`config.mk`:
```
export PLATFORM = sky130hd
export DESIGN_NAME = timestamp_offset_trimmed_mean
export DESIGN_NICKNAME = d
export VERILOG_FILES = /design/src/design/tsotm_pkg.sv /design/src/design/timestamp_offset_trimmed_mean.sv
export SDC_FILE = /design/constraint.sdc
export NUM_CORES = 2
export LEC_CHECK = 0
export BUFFER_PORTS_ARGS = -buffer_cell sky130_fd_sc_hd__clkbuf_2
export CELL_PAD_IN_SITES_DETAIL_PLACEMENT = 0
export CELL_PAD_IN_SITES_GLOBAL_PLACEMENT = 1
export CORE_UTILIZATION = 30
export CTS_CLUSTER_DIAMETER = 100
export CTS_CLUSTER_SIZE = 8
export DETAILED_ROUTE_END_ITERATION = 10
export GPL_ROUTABILITY_DRIVEN = 0
export GPL_TIMING_DRIVEN = 0
export PLACE_DENSITY = 0.56
export SETUP_SLACK_MARGIN = 0.15
export SKIP_LAST_GASP = 1
export SLEW_MARGIN = 40
export SYNTH_ARGS = -nofsm -noshare
export SYNTH_HDL_FRONTEND = slang
export SYNTH_SLANG_ARGS = --single-unit
```
`constraint.sdc`:
```
create_clock -name clk -period 7.7 [get_ports clk]
set_input_delay 0.77 -clock clk [delete_from_list [all_inputs] [get_ports clk]]
set_output_delay 0.77 -clock clk [all_outputs]
set_load 0.05 [all_outputs]
```
`src/design/tsotm_pkg.sv`:
```
// Shared widths, limits and the sequencer state type for the timestamp offset estimator.
package tsotm_pkg;

  localparam int ACQ_W          = 32;
  localparam int DELTA_W        = 33;
  localparam int CORR_W         = 33;
  localparam int SHIFT_W        = 48;
  localparam int FRAC_W         = 16;
  localparam int CFG_W          = 6;
  localparam int CMP_W          = 8;
  localparam int DIST_W         = 50;
  localparam int WINDOW_MAX_DEF = 32;
  localparam int IN_DATA_W      = 64;
  localparam int OUT_DATA_W     = 88;

  localparam logic [CFG_W-1:0]   WSIZE_RESET = 6'd20;
  localparam logic [SHIFT_W-1:0] SHIFT_MAX   = 48'h7FFF_FFFF_FFFF;
  localparam logic [SHIFT_W-1:0] SHIFT_MIN   = 48'h8000_0000_0000;

  typedef enum logic [2:0] {
    ST_IDLE,
    ST_PUSH,
    ST_SCAN,
    ST_PICK,
    ST_DIV,
    ST_SAT,
    ST_EMIT
  } tsotm_state_t;

endpackage

```
`src/design/timestamp_offset_trimmed_mean.sv`:
```
// Timestamp offset estimator: sliding window of deltas, iterative trimmed mean.
// n = deltas held, k = round(0.75*n); k = 24 with a full 32-entry window.
// Each pick scans the window memory (one read per cycle); the bit-serial divider then
//   divides the sum of the k picks by k.
// in_tready high only while idle; a finished word waits in the output register. Reset
// (rst_n low, synchronous): window empty, shift zero, window_size 20.
module timestamp_offset_trimmed_mean #(
  parameter int WINDOW_MAX = tsotm_pkg::WINDOW_MAX_DEF
) (
  input  logic                               clk,
  input  logic                               rst_n,
  input  logic                               cfg_wr_en,
  input  logic [tsotm_pkg::CFG_W-1:0]        cfg_wr_data,   // window_size
  input  logic                               in_tvalid,
  output logic                               in_tready,
  input  logic [tsotm_pkg::IN_DATA_W-1:0]    in_tdata,      // acquisition_ms, arrival_ms
  output logic                               out_tvalid,
  input  logic                               out_tready,
  output logic [tsotm_pkg::OUT_DATA_W-1:0]   out_tdata      // corrected_ms, shift_q16, pad
);

  localparam int SLOT_W = (WINDOW_MAX > 1) ? $clog2(WINDOW_MAX) : 1;
  localparam int CNT_W  = $clog2(WINDOW_MAX + 1);
  localparam int SUM_W  = tsotm_pkg::DELTA_W + CNT_W;
  localparam int DIVD_W = SUM_W + tsotm_pkg::FRAC_W;
  localparam int DCNT_W = $clog2(DIVD_W + 1);
  localparam logic [CNT_W:0]  WMAX_C  = (CNT_W+1)'(WINDOW_MAX);
  localparam logic [DIVD_W-1:0] POS_LIM = DIVD_W'(tsotm_pkg::SHIFT_MAX);
  localparam logic [DIVD_W-1:0] NEG_LIM = DIVD_W'({1'b0, tsotm_pkg::SHIFT_MIN});

  tsotm_pkg::tsotm_state_t state_r, state_nxt;

  logic [tsotm_pkg::CFG_W-1:0]          wsize_r;
  logic signed [tsotm_pkg::DELTA_W-1:0] mem [WINDOW_MAX];
  logic [CNT_W-1:0]                     fill_r;
  logic [SLOT_W-1:0]                    oldest_r;
  logic signed [tsotm_pkg::SHIFT_W-1:0] shift_r;
  logic [tsotm_pkg::ACQ_W-1:0]          acq_r;
  logic signed [tsotm_pkg::DELTA_W-1:0] delta_r;
  logic [CNT_W-1:0]                     n_r;
  logic [CNT_W-1:0]                     k_r;
  logic [CNT_W-1:0]                     picks_r;
  logic [WINDOW_MAX-1:0]                taken_r;
  logic signed [SUM_W-1:0]              sum_r;

  // scan pipeline: issue, read data, distance, compare
  logic [CNT_W-1:0]                     iss_r;
  logic                                 v1_r;
  logic [SLOT_W-1:0]                    slot1_r;
  logic signed [tsotm_pkg::DELTA_W-1:0] rdata_r;
  logic                                 v2_r;
  logic [SLOT_W-1:0]                    slot2_r;
  logic signed [tsotm_pkg::DELTA_W-1:0] val2_r;
  logic [tsotm_pkg::DIST_W-1:0]         dist2_r;
  logic                                 found_r;
  logic [SLOT_W-1:0]                    best_slot_r;
  logic signed [tsotm_pkg::DELTA_W-1:0] best_val_r;
  logic [tsotm_pkg::DIST_W-1:0]         best_dist_r;

  // serial divider
  logic [DIVD_W-1:0]                    quo_r;
  logic [CNT_W-1:0]                     rem_r;
  logic [DCNT_W-1:0]                    dcnt_r;
  logic                                 neg_r;

  logic                                 out_tvalid_r;
  logic [tsotm_pkg::OUT_DATA_W-1:0]     out_tdata_r;

  logic                                 emit_go;
  logic                                 scan_done;

  // effective window size, clamped to 1..WINDOW_MAX
  logic [tsotm_pkg::CMP_W-1:0] cfg_ext;
  logic [CNT_W-1:0]            w_eff;
  always_comb begin
    cfg_ext = tsotm_pkg::CMP_W'(wsize_r);
    if (cfg_ext == '0) begin
      w_eff = CNT_W'(1);
    end else if (cfg_ext > tsotm_pkg::CMP_W'(WINDOW_MAX)) begin
      w_eff = CNT_W'(WINDOW_MAX);
    end else begin
      w_eff = CNT_W'(cfg_ext);
    end
  end

  // push: drop oldest entries so the new delta fits
  logic [CNT_W-1:0]  fill_adj;
  logic [CNT_W:0]    old_sum;
  logic [SLOT_W-1:0] oldest_adj;
  logic [CNT_W:0]    wr_sum;
  logic [SLOT_W-1:0] wr_slot;
  logic [CNT_W-1:0]  n_new;
  logic [CNT_W+1:0]  k_tmp;
  always_comb begin
    if (fill_r >= w_eff) begin
      old_sum  = (CNT_W+1)'(oldest_r) + (CNT_W+1)'(fill_r - w_eff + CNT_W'(1));
      fill_adj = w_eff - CNT_W'(1);
    end else begin
      old_sum  = (CNT_W+1)'(oldest_r);
      fill_adj = fill_r;
    end
    if (old_sum >= WMAX_C) old_sum = old_sum - WMAX_C;
    oldest_adj = old_sum[SLOT_W-1:0];
    wr_sum = (CNT_W+1)'(oldest_adj) + (CNT_W+1)'(fill_adj);
    if (wr_sum >= WMAX_C) wr_sum = wr_sum - WMAX_C;
    wr_slot = wr_sum[SLOT_W-1:0];
    n_new   = fill_adj + CNT_W'(1);
    k_tmp   = (CNT_W+2)'(n_new) + (CNT_W+2)'(n_new) + (CNT_W+2)'(n_new) + (CNT_W+2)'(2);
  end

  // logical scan index to physical slot
  logic [CNT_W:0]    rd_sum;
  logic [SLOT_W-1:0] rd_slot;
  logic              issue;
  always_comb begin
    rd_sum = (CNT_W+1)'(oldest_r) + (CNT_W+1)'(iss_r);
    if (rd_sum >= WMAX_C) rd_sum = rd_sum - WMAX_C;
    rd_slot = rd_sum[SLOT_W-1:0];
    issue   = (state_r == tsotm_pkg::ST_SCAN) && (iss_r < n_r);
  end

  // distance of the read delta from the previous shift
  logic signed [tsotm_pkg::DIST_W-1:0] diff;
  logic [tsotm_pkg::DIST_W-1:0]        dist_abs;
  always_comb begin
    diff = tsotm_pkg::DIST_W'(signed'({rdata_r, {tsotm_pkg::FRAC_W{1'b0}}}))
         - tsotm_pkg::DIST_W'(shift_r);
    dist_abs = diff[tsotm_pkg::DIST_W-1] ? tsotm_pkg::DIST_W'(-diff)
                                         : tsotm_pkg::DIST_W'(diff);
  end

  // divider step
  logic [CNT_W:0] trial;
  logic           qbit;
  always_comb begin
    trial = {rem_r, quo_r[DIVD_W-1]};
    qbit  = (trial >= (CNT_W+1)'(k_r));
  end

  // saturated shift
  logic [DIVD_W-1:0]                    mag;
  logic signed [tsotm_pkg::SHIFT_W-1:0] shift_sat;
  always_comb begin
    mag = quo_r;
    if (neg_r) begin
      if (mag > NEG_LIM) shift_sat = tsotm_pkg::SHIFT_MIN;
      else               shift_sat = -tsotm_pkg::SHIFT_W'(mag);
    end else begin
      if (mag > POS_LIM) shift_sat = tsotm_pkg::SHIFT_MAX;
      else               shift_sat = tsotm_pkg::SHIFT_W'(mag);
    end
  end

  // corrected time: acquisition plus shift truncated toward zero
  logic [tsotm_pkg::CORR_W-1:0] corrected;
  logic                         round_up;
  always_comb begin
    round_up  = shift_r[tsotm_pkg::SHIFT_W-1] && (|shift_r[tsotm_pkg::FRAC_W-1:0]);
    corrected = {acq_r[tsotm_pkg::ACQ_W-1], acq_r}
              + {shift_r[tsotm_pkg::SHIFT_W-1], shift_r[tsotm_pkg::SHIFT_W-1:tsotm_pkg::FRAC_W]}
              + tsotm_pkg::CORR_W'(round_up);
  end

  // sequencer outputs
  always_comb begin
    in_tready = (state_r == tsotm_pkg::ST_IDLE);
    emit_go   = (state_r == tsotm_pkg::ST_EMIT) && (!out_tvalid_r || out_tready);
    scan_done = (iss_r == n_r) && !v1_r && !v2_r;
  end

  // sequencer next state
  always_comb begin
    state_nxt = state_r;
    unique case (state_r)
      tsotm_pkg::ST_IDLE: if (in_tvalid) state_nxt = tsotm_pkg::ST_PUSH;
      tsotm_pkg::ST_PUSH: state_nxt = tsotm_pkg::ST_SCAN;
      tsotm_pkg::ST_SCAN: if (scan_done) state_nxt = tsotm_pkg::ST_PICK;
      tsotm_pkg::ST_PICK: begin
        if (picks_r + CNT_W'(1) == k_r) state_nxt = tsotm_pkg::ST_DIV;
        else                           state_nxt = tsotm_pkg::ST_SCAN;
      end
      tsotm_pkg::ST_DIV:  if (dcnt_r == DCNT_W'(1)) state_nxt = tsotm_pkg::ST_SAT;
      tsotm_pkg::ST_SAT:  state_nxt = tsotm_pkg::ST_EMIT;
      tsotm_pkg::ST_EMIT: if (emit_go) state_nxt = tsotm_pkg::ST_IDLE;
      default:            state_nxt = tsotm_pkg::ST_IDLE;
    endcase
  end

  // window memory: one write port, one registered read port
  always_ff @(posedge clk) begin
    if (state_r == tsotm_pkg::ST_PUSH) mem[wr_slot] <= delta_r;
    rdata_r <= mem[rd_slot];
  end

  // control registers
  always_ff @(posedge clk) begin
    if (!rst_n) begin
      state_r      <= tsotm_pkg::ST_IDLE;
      wsize_r      <= tsotm_pkg::WSIZE_RESET;
      fill_r       <= '0;
      oldest_r     <= '0;
      shift_r      <= '0;
      out_tvalid_r <= 1'b0;
      v1_r         <= 1'b0;
      v2_r         <= 1'b0;
      iss_r        <= '0;
    end else begin
      state_r <= state_nxt;
      if (cfg_wr_en) wsize_r <= cfg_wr_data;
      // output word: load on emit, clear once taken
      if (emit_go) out_tvalid_r <= 1'b1;
      else if (out_tready) out_tvalid_r <= 1'b0;
      v1_r <= issue;
      v2_r <= v1_r && !taken_r[slot1_r];
      if (issue) iss_r <= iss_r + CNT_W'(1);
      case (state_r)
        tsotm_pkg::ST_PUSH: begin
          oldest_r <= oldest_adj;
          fill_r   <= n_new;
          iss_r    <= '0;
        end
        tsotm_pkg::ST_PICK: iss_r <= '0;
        tsotm_pkg::ST_SAT:  shift_r <= shift_sat;
        default: ;
      endcase
    end
  end

  // datapath registers
  always_ff @(posedge clk) begin
    slot1_r <= rd_slot;
    slot2_r <= slot1_r;
    val2_r  <= rdata_r;
    dist2_r <= dist_abs;
    // best-so-far compare; ties go to the smaller delta
    if (v2_r && (!found_r || dist2_r < best_dist_r ||
                 (dist2_r == best_dist_r && val2_r < best_val_r))) begin
      found_r     <= 1'b1;
      best_slot_r <= slot2_r;
      best_val_r  <= val2_r;
      best_dist_r <= dist2_r;
    end
    case (state_r)
      tsotm_pkg::ST_IDLE: begin
        acq_r   <= in_tdata[tsotm_pkg::ACQ_W-1:0];
        delta_r <= tsotm_pkg::DELTA_W'(signed'(in_tdata[2*tsotm_pkg::ACQ_W-1:tsotm_pkg::ACQ_W]))
                 - tsotm_pkg::DELTA_W'(signed'(in_tdata[tsotm_pkg::ACQ_W-1:0]));
      end
      tsotm_pkg::ST_PUSH: begin
        n_r     <= n_new;
        k_r     <= k_tmp[CNT_W+1:2];
        picks_r <= '0;
        taken_r <= '0;
        sum_r   <= '0;
        found_r <= 1'b0;
      end
      tsotm_pkg::ST_PICK: begin
        sum_r   <= sum_r + SUM_W'(best_val_r);
        taken_r[best_slot_r] <= 1'b1;
        picks_r <= picks_r + CNT_W'(1);
        found_r <= 1'b0;
        // load the divider with |sum| * 2^16 on every pick; the last pick's load is divided
        neg_r   <= sum_r[SUM_W-1] ^ best_val_r[tsotm_pkg::DELTA_W-1] ?
                   ((sum_r + SUM_W'(best_val_r)) < 0) : sum_r[SUM_W-1];
        quo_r   <= {((sum_r + SUM_W'(best_val_r)) < 0) ?
                    SUM_W'(-(sum_r + SUM_W'(best_val_r))) :
                    SUM_W'(sum_r + SUM_W'(best_val_r)),
                    {tsotm_pkg::FRAC_W{1'b0}}};
        rem_r   <= '0;
        dcnt_r  <= DCNT_W'(DIVD_W);
      end
      tsotm_pkg::ST_DIV: begin
        rem_r  <= qbit ? CNT_W'(trial - (CNT_W+1)'(k_r)) : CNT_W'(trial);
        quo_r  <= {quo_r[DIVD_W-2:0], qbit};
        dcnt_r <= dcnt_r - DCNT_W'(1);
      end
      tsotm_pkg::ST_EMIT: begin
        if (emit_go) begin
          out_tdata_r <= tsotm_pkg::OUT_DATA_W'({shift_r, corrected});
        end
      end
      default: ;
    endcase
  end

  assign out_tvalid = out_tvalid_r;
  assign out_tdata  = out_tdata_r;

endmodule
```
==> impl_metrics.ini <==
[status]
status = finished, final reports clean

[synthesis]
synth_seq_cells = 1651
ys_async_sr_fraction_pct = 0
synth_edf_count = 1447
yosys.area.top_type = edfxtp_1
yosysMostFrequentCell = edfxtp_1
synth.top_cell.area_share_pct = 58.7
synth_warnings = 0
ys_types = 101
syn_inst = 4977
syn_area_per_cell_um2 = 14.9
synthFlopType = edfxtp_1
synthTopCellsByArea = edfxtp_1 59%, mux4_2 10%, dfxtp_1 5.5%
ys_seq_area_share_pct = 64.2
yosys-top-cells-count = 1447 x edfxtp_1, 340 x mux4_2, 305 x nor2_1, 299 x nand2_1, 266 x ha_1
netlist_area_um2 = 74000

[die]
core_um2 = 244000
die_w_um = 499
die_area_um2 = 249000
row_count = 181
num_io_pins = 165
die_y_um = 499
start_util_pct = 30.3

[min_path]
hp-class = input port to flip-flop

[setup_path]
cp_max_fo = 10
crit_path_frequent_cell = a21o_1
critical_path.cell_chain = nor4_1, o21ai_1, inv_1, ha_1, nand2b_1, a21o_1, a21o_1, a21o_1, a21o_1, a21oi_2, clkbuf_1, mux2i_1, inv_1, ha_1, a21o_1, a31oi_1, xor2_1, nand2_1, nor3_2, buf_2, buf_2, buf_2, buf_2
crit_path_end_kind = flip-flop
startpoint_type = flip-flop
arrival_ps = 7500
critPathRequiredTime_ps = 8250
max_stage_delay_ps = 490
crit_path_top_delay_cell = mux2i_1
critical_path_class = flip-flop to flip-flop
reg2reg_setup_slack_ps = 750

[drt]
drcViolationCount = 0
wl_per_cell_um = 25.5
drtIter0Drc = 4051
drtAntennaViolNets = 0
wl_um = 229000
vias = 45600
drt_pre_antenna_iters = 7
avgViaCountPerCell = 5.08

[sta]
fin_tns_setup_ps = 0
min_period_ps = 6950
fin_crit_sh_pct = 90.3
skew_ps = 68.4
drv_slew = 0
max_slew_margin_pct = 42.2
worstMarginPinSlew_ps = 867
setup_violations = 0
fmax_mhz = 144
rsz0062_at_grt = no
final_hold_viol_count = 0

[global_routing]
grt_usage_pct = 18.3
grt_max_degree = 42
antenna_found_initial = 7
overflow = 0
grt_pass1_wl_um = 331000
grt_pass1_vias = 46100

[power_and_ir_drop]
leakage_nw = 31.3
internal-power_w = 0.0183
ir_drop_uv = 267
netSwitchingFraction_pct = 29.6
power_frac_seq_pct = 43.7
p_sw_w = 0.00770
pwr-share-comb_pct = 20.9
p_total_w = 0.0260
clkPwrFrac_pct = 35.3
power.density_nw_per_um2 = 296

[placed_design]
dp_cells = 8626
dp_hpwl_um = 174000
place.port_buffers = 155
post_dp_cell_area_um2 = 81400

[cts]
postCtsSetupBuffers = 0
cts_buffers = 226
cts_tree = done
clockBufferDepth = 3
cts_sinks = 1651
path_clk_slew_ps = 50
cts_root_buf = clkbuf_16
htree_levels = 4
clk_latency_ps = 880

[layout]
finalNetCount = 6015
final_cells = 8982
final_area_um2 = 88000
syn_to_final_growth_pct = 18.8
drive_gt1_share_pct = 21.2

[run]
maxCapViolations = 0
## critical path: cells and delay by family (launching register included)
kind,cells,cell delay [ps]
AO/OA/AOI/OAI,8,1980
buffers and inverters,7,1820
AND/OR/NAND/NOR,4,1020
adder cells (fa/ha/maj),2,670
multiplexers,1,490
flip-flops,1,410
XOR/XNOR,1,220
## flip-flops by register name, indices dropped and copies added (netlist names), 32 cells and up
register	flops
mag	55
mem	1056
dist2_r	50
out_tdata	81
rdata_r	33
delta_r	33
val2_r	33
sum_r	39
taken_r	32
shift_r	48
best_val_r	33
best_dist_r	50
acq_r	32
## cell families (layout without fill, tap and decap cells)
family,Yosys count,in the layout,share of synthesized area (%)
other cells,1,12,0.00507
simple gates,1127,1127,7.49
buf+inv,458,1250,2.40
flops,1651,1651,64.2
compound gates,849,849,7.42
xor+xnor,248,248,2.95
fa+ha+maj,279,279,4.83
mux,364,364,10.7
## cell type report
class	count	area, um^2
clock buffer	322	6040
fill	23300	156000
clock inverter	19	382
multi-input combinational	2874	25000
tap	3202	4010
buffer	203	907
timing repair buffer	451	3080
sequential	1651	47500
inverter	255	962
antenna	5	12.5
## metrics by stage
step | setup slack, ps | hold WS [ps] | util (%)
2_1_floorplan | 590 | 329 | -
3_3_place_gp | -5260 | 337 | 32.3
3_5_place_dp | 287 | 344 | 33.3
4_1_cts | 229 | 21.5 | 36.0
5_1_grt | 289 | 57.0 | 36.0
6_report | 745 | 98.1 | 36.0
## power groups by stage
stage	registers (W)	clock network [W]	logic, W
6_report	0.0114	0.00919	0.00545
3_5_place_dp	0.0116	0	0.00537
4_1_cts	0.0115	0.00940	0.00540
3_3_place_gp	0.0118	0	0.00498
5_1_grt	0.0114	0.00977	0.00596
2_1_floorplan	0.0114	0	0.00343
## path summary, 6_finish.rpt
check | start | end | depth (start not counted)
setup / recovery | wsize_r[1] | mem[8][27] | 23
hold reg to reg | slot1_r[0] | slot2_r[0] | 0
hold / removal | in_tdata[13] | acq_r[13] | 1
setup reg to reg | wsize_r[1] | mem[8][27] | 23
## layout by cell type (no fill, tap or decap), types with 166 or more instances in the layout
cell type and count:
edfxtp_1 1447, mux4_2 340, nor2_1 301, nand2_1 298, ha_1 266, a21oi_1 255, inv_1 251, clkbuf_16 227
clkbuf_1 209, dfxtp_1 204, clkbuf_2 199, xnor2_1 166
## layer usage
metal	vias to the layer above	share of wire (%)	GRT usage, %
met5	-	0	0
met4	0	3.8	6.73
met3	294	4.9	2.73
met2	1300	48	30.7
met1	23400	43	24.0
li1	20600	-	-
## repair_timing
item                                   in CTS  in global routing
gates resized for setup                     0                  1
hold buffers                                0                  0
endpoints found under the hold margin       0                  0
setup endpoints to repair                   0                 23
Note: power is estimated with default switching activity, not from simulation.
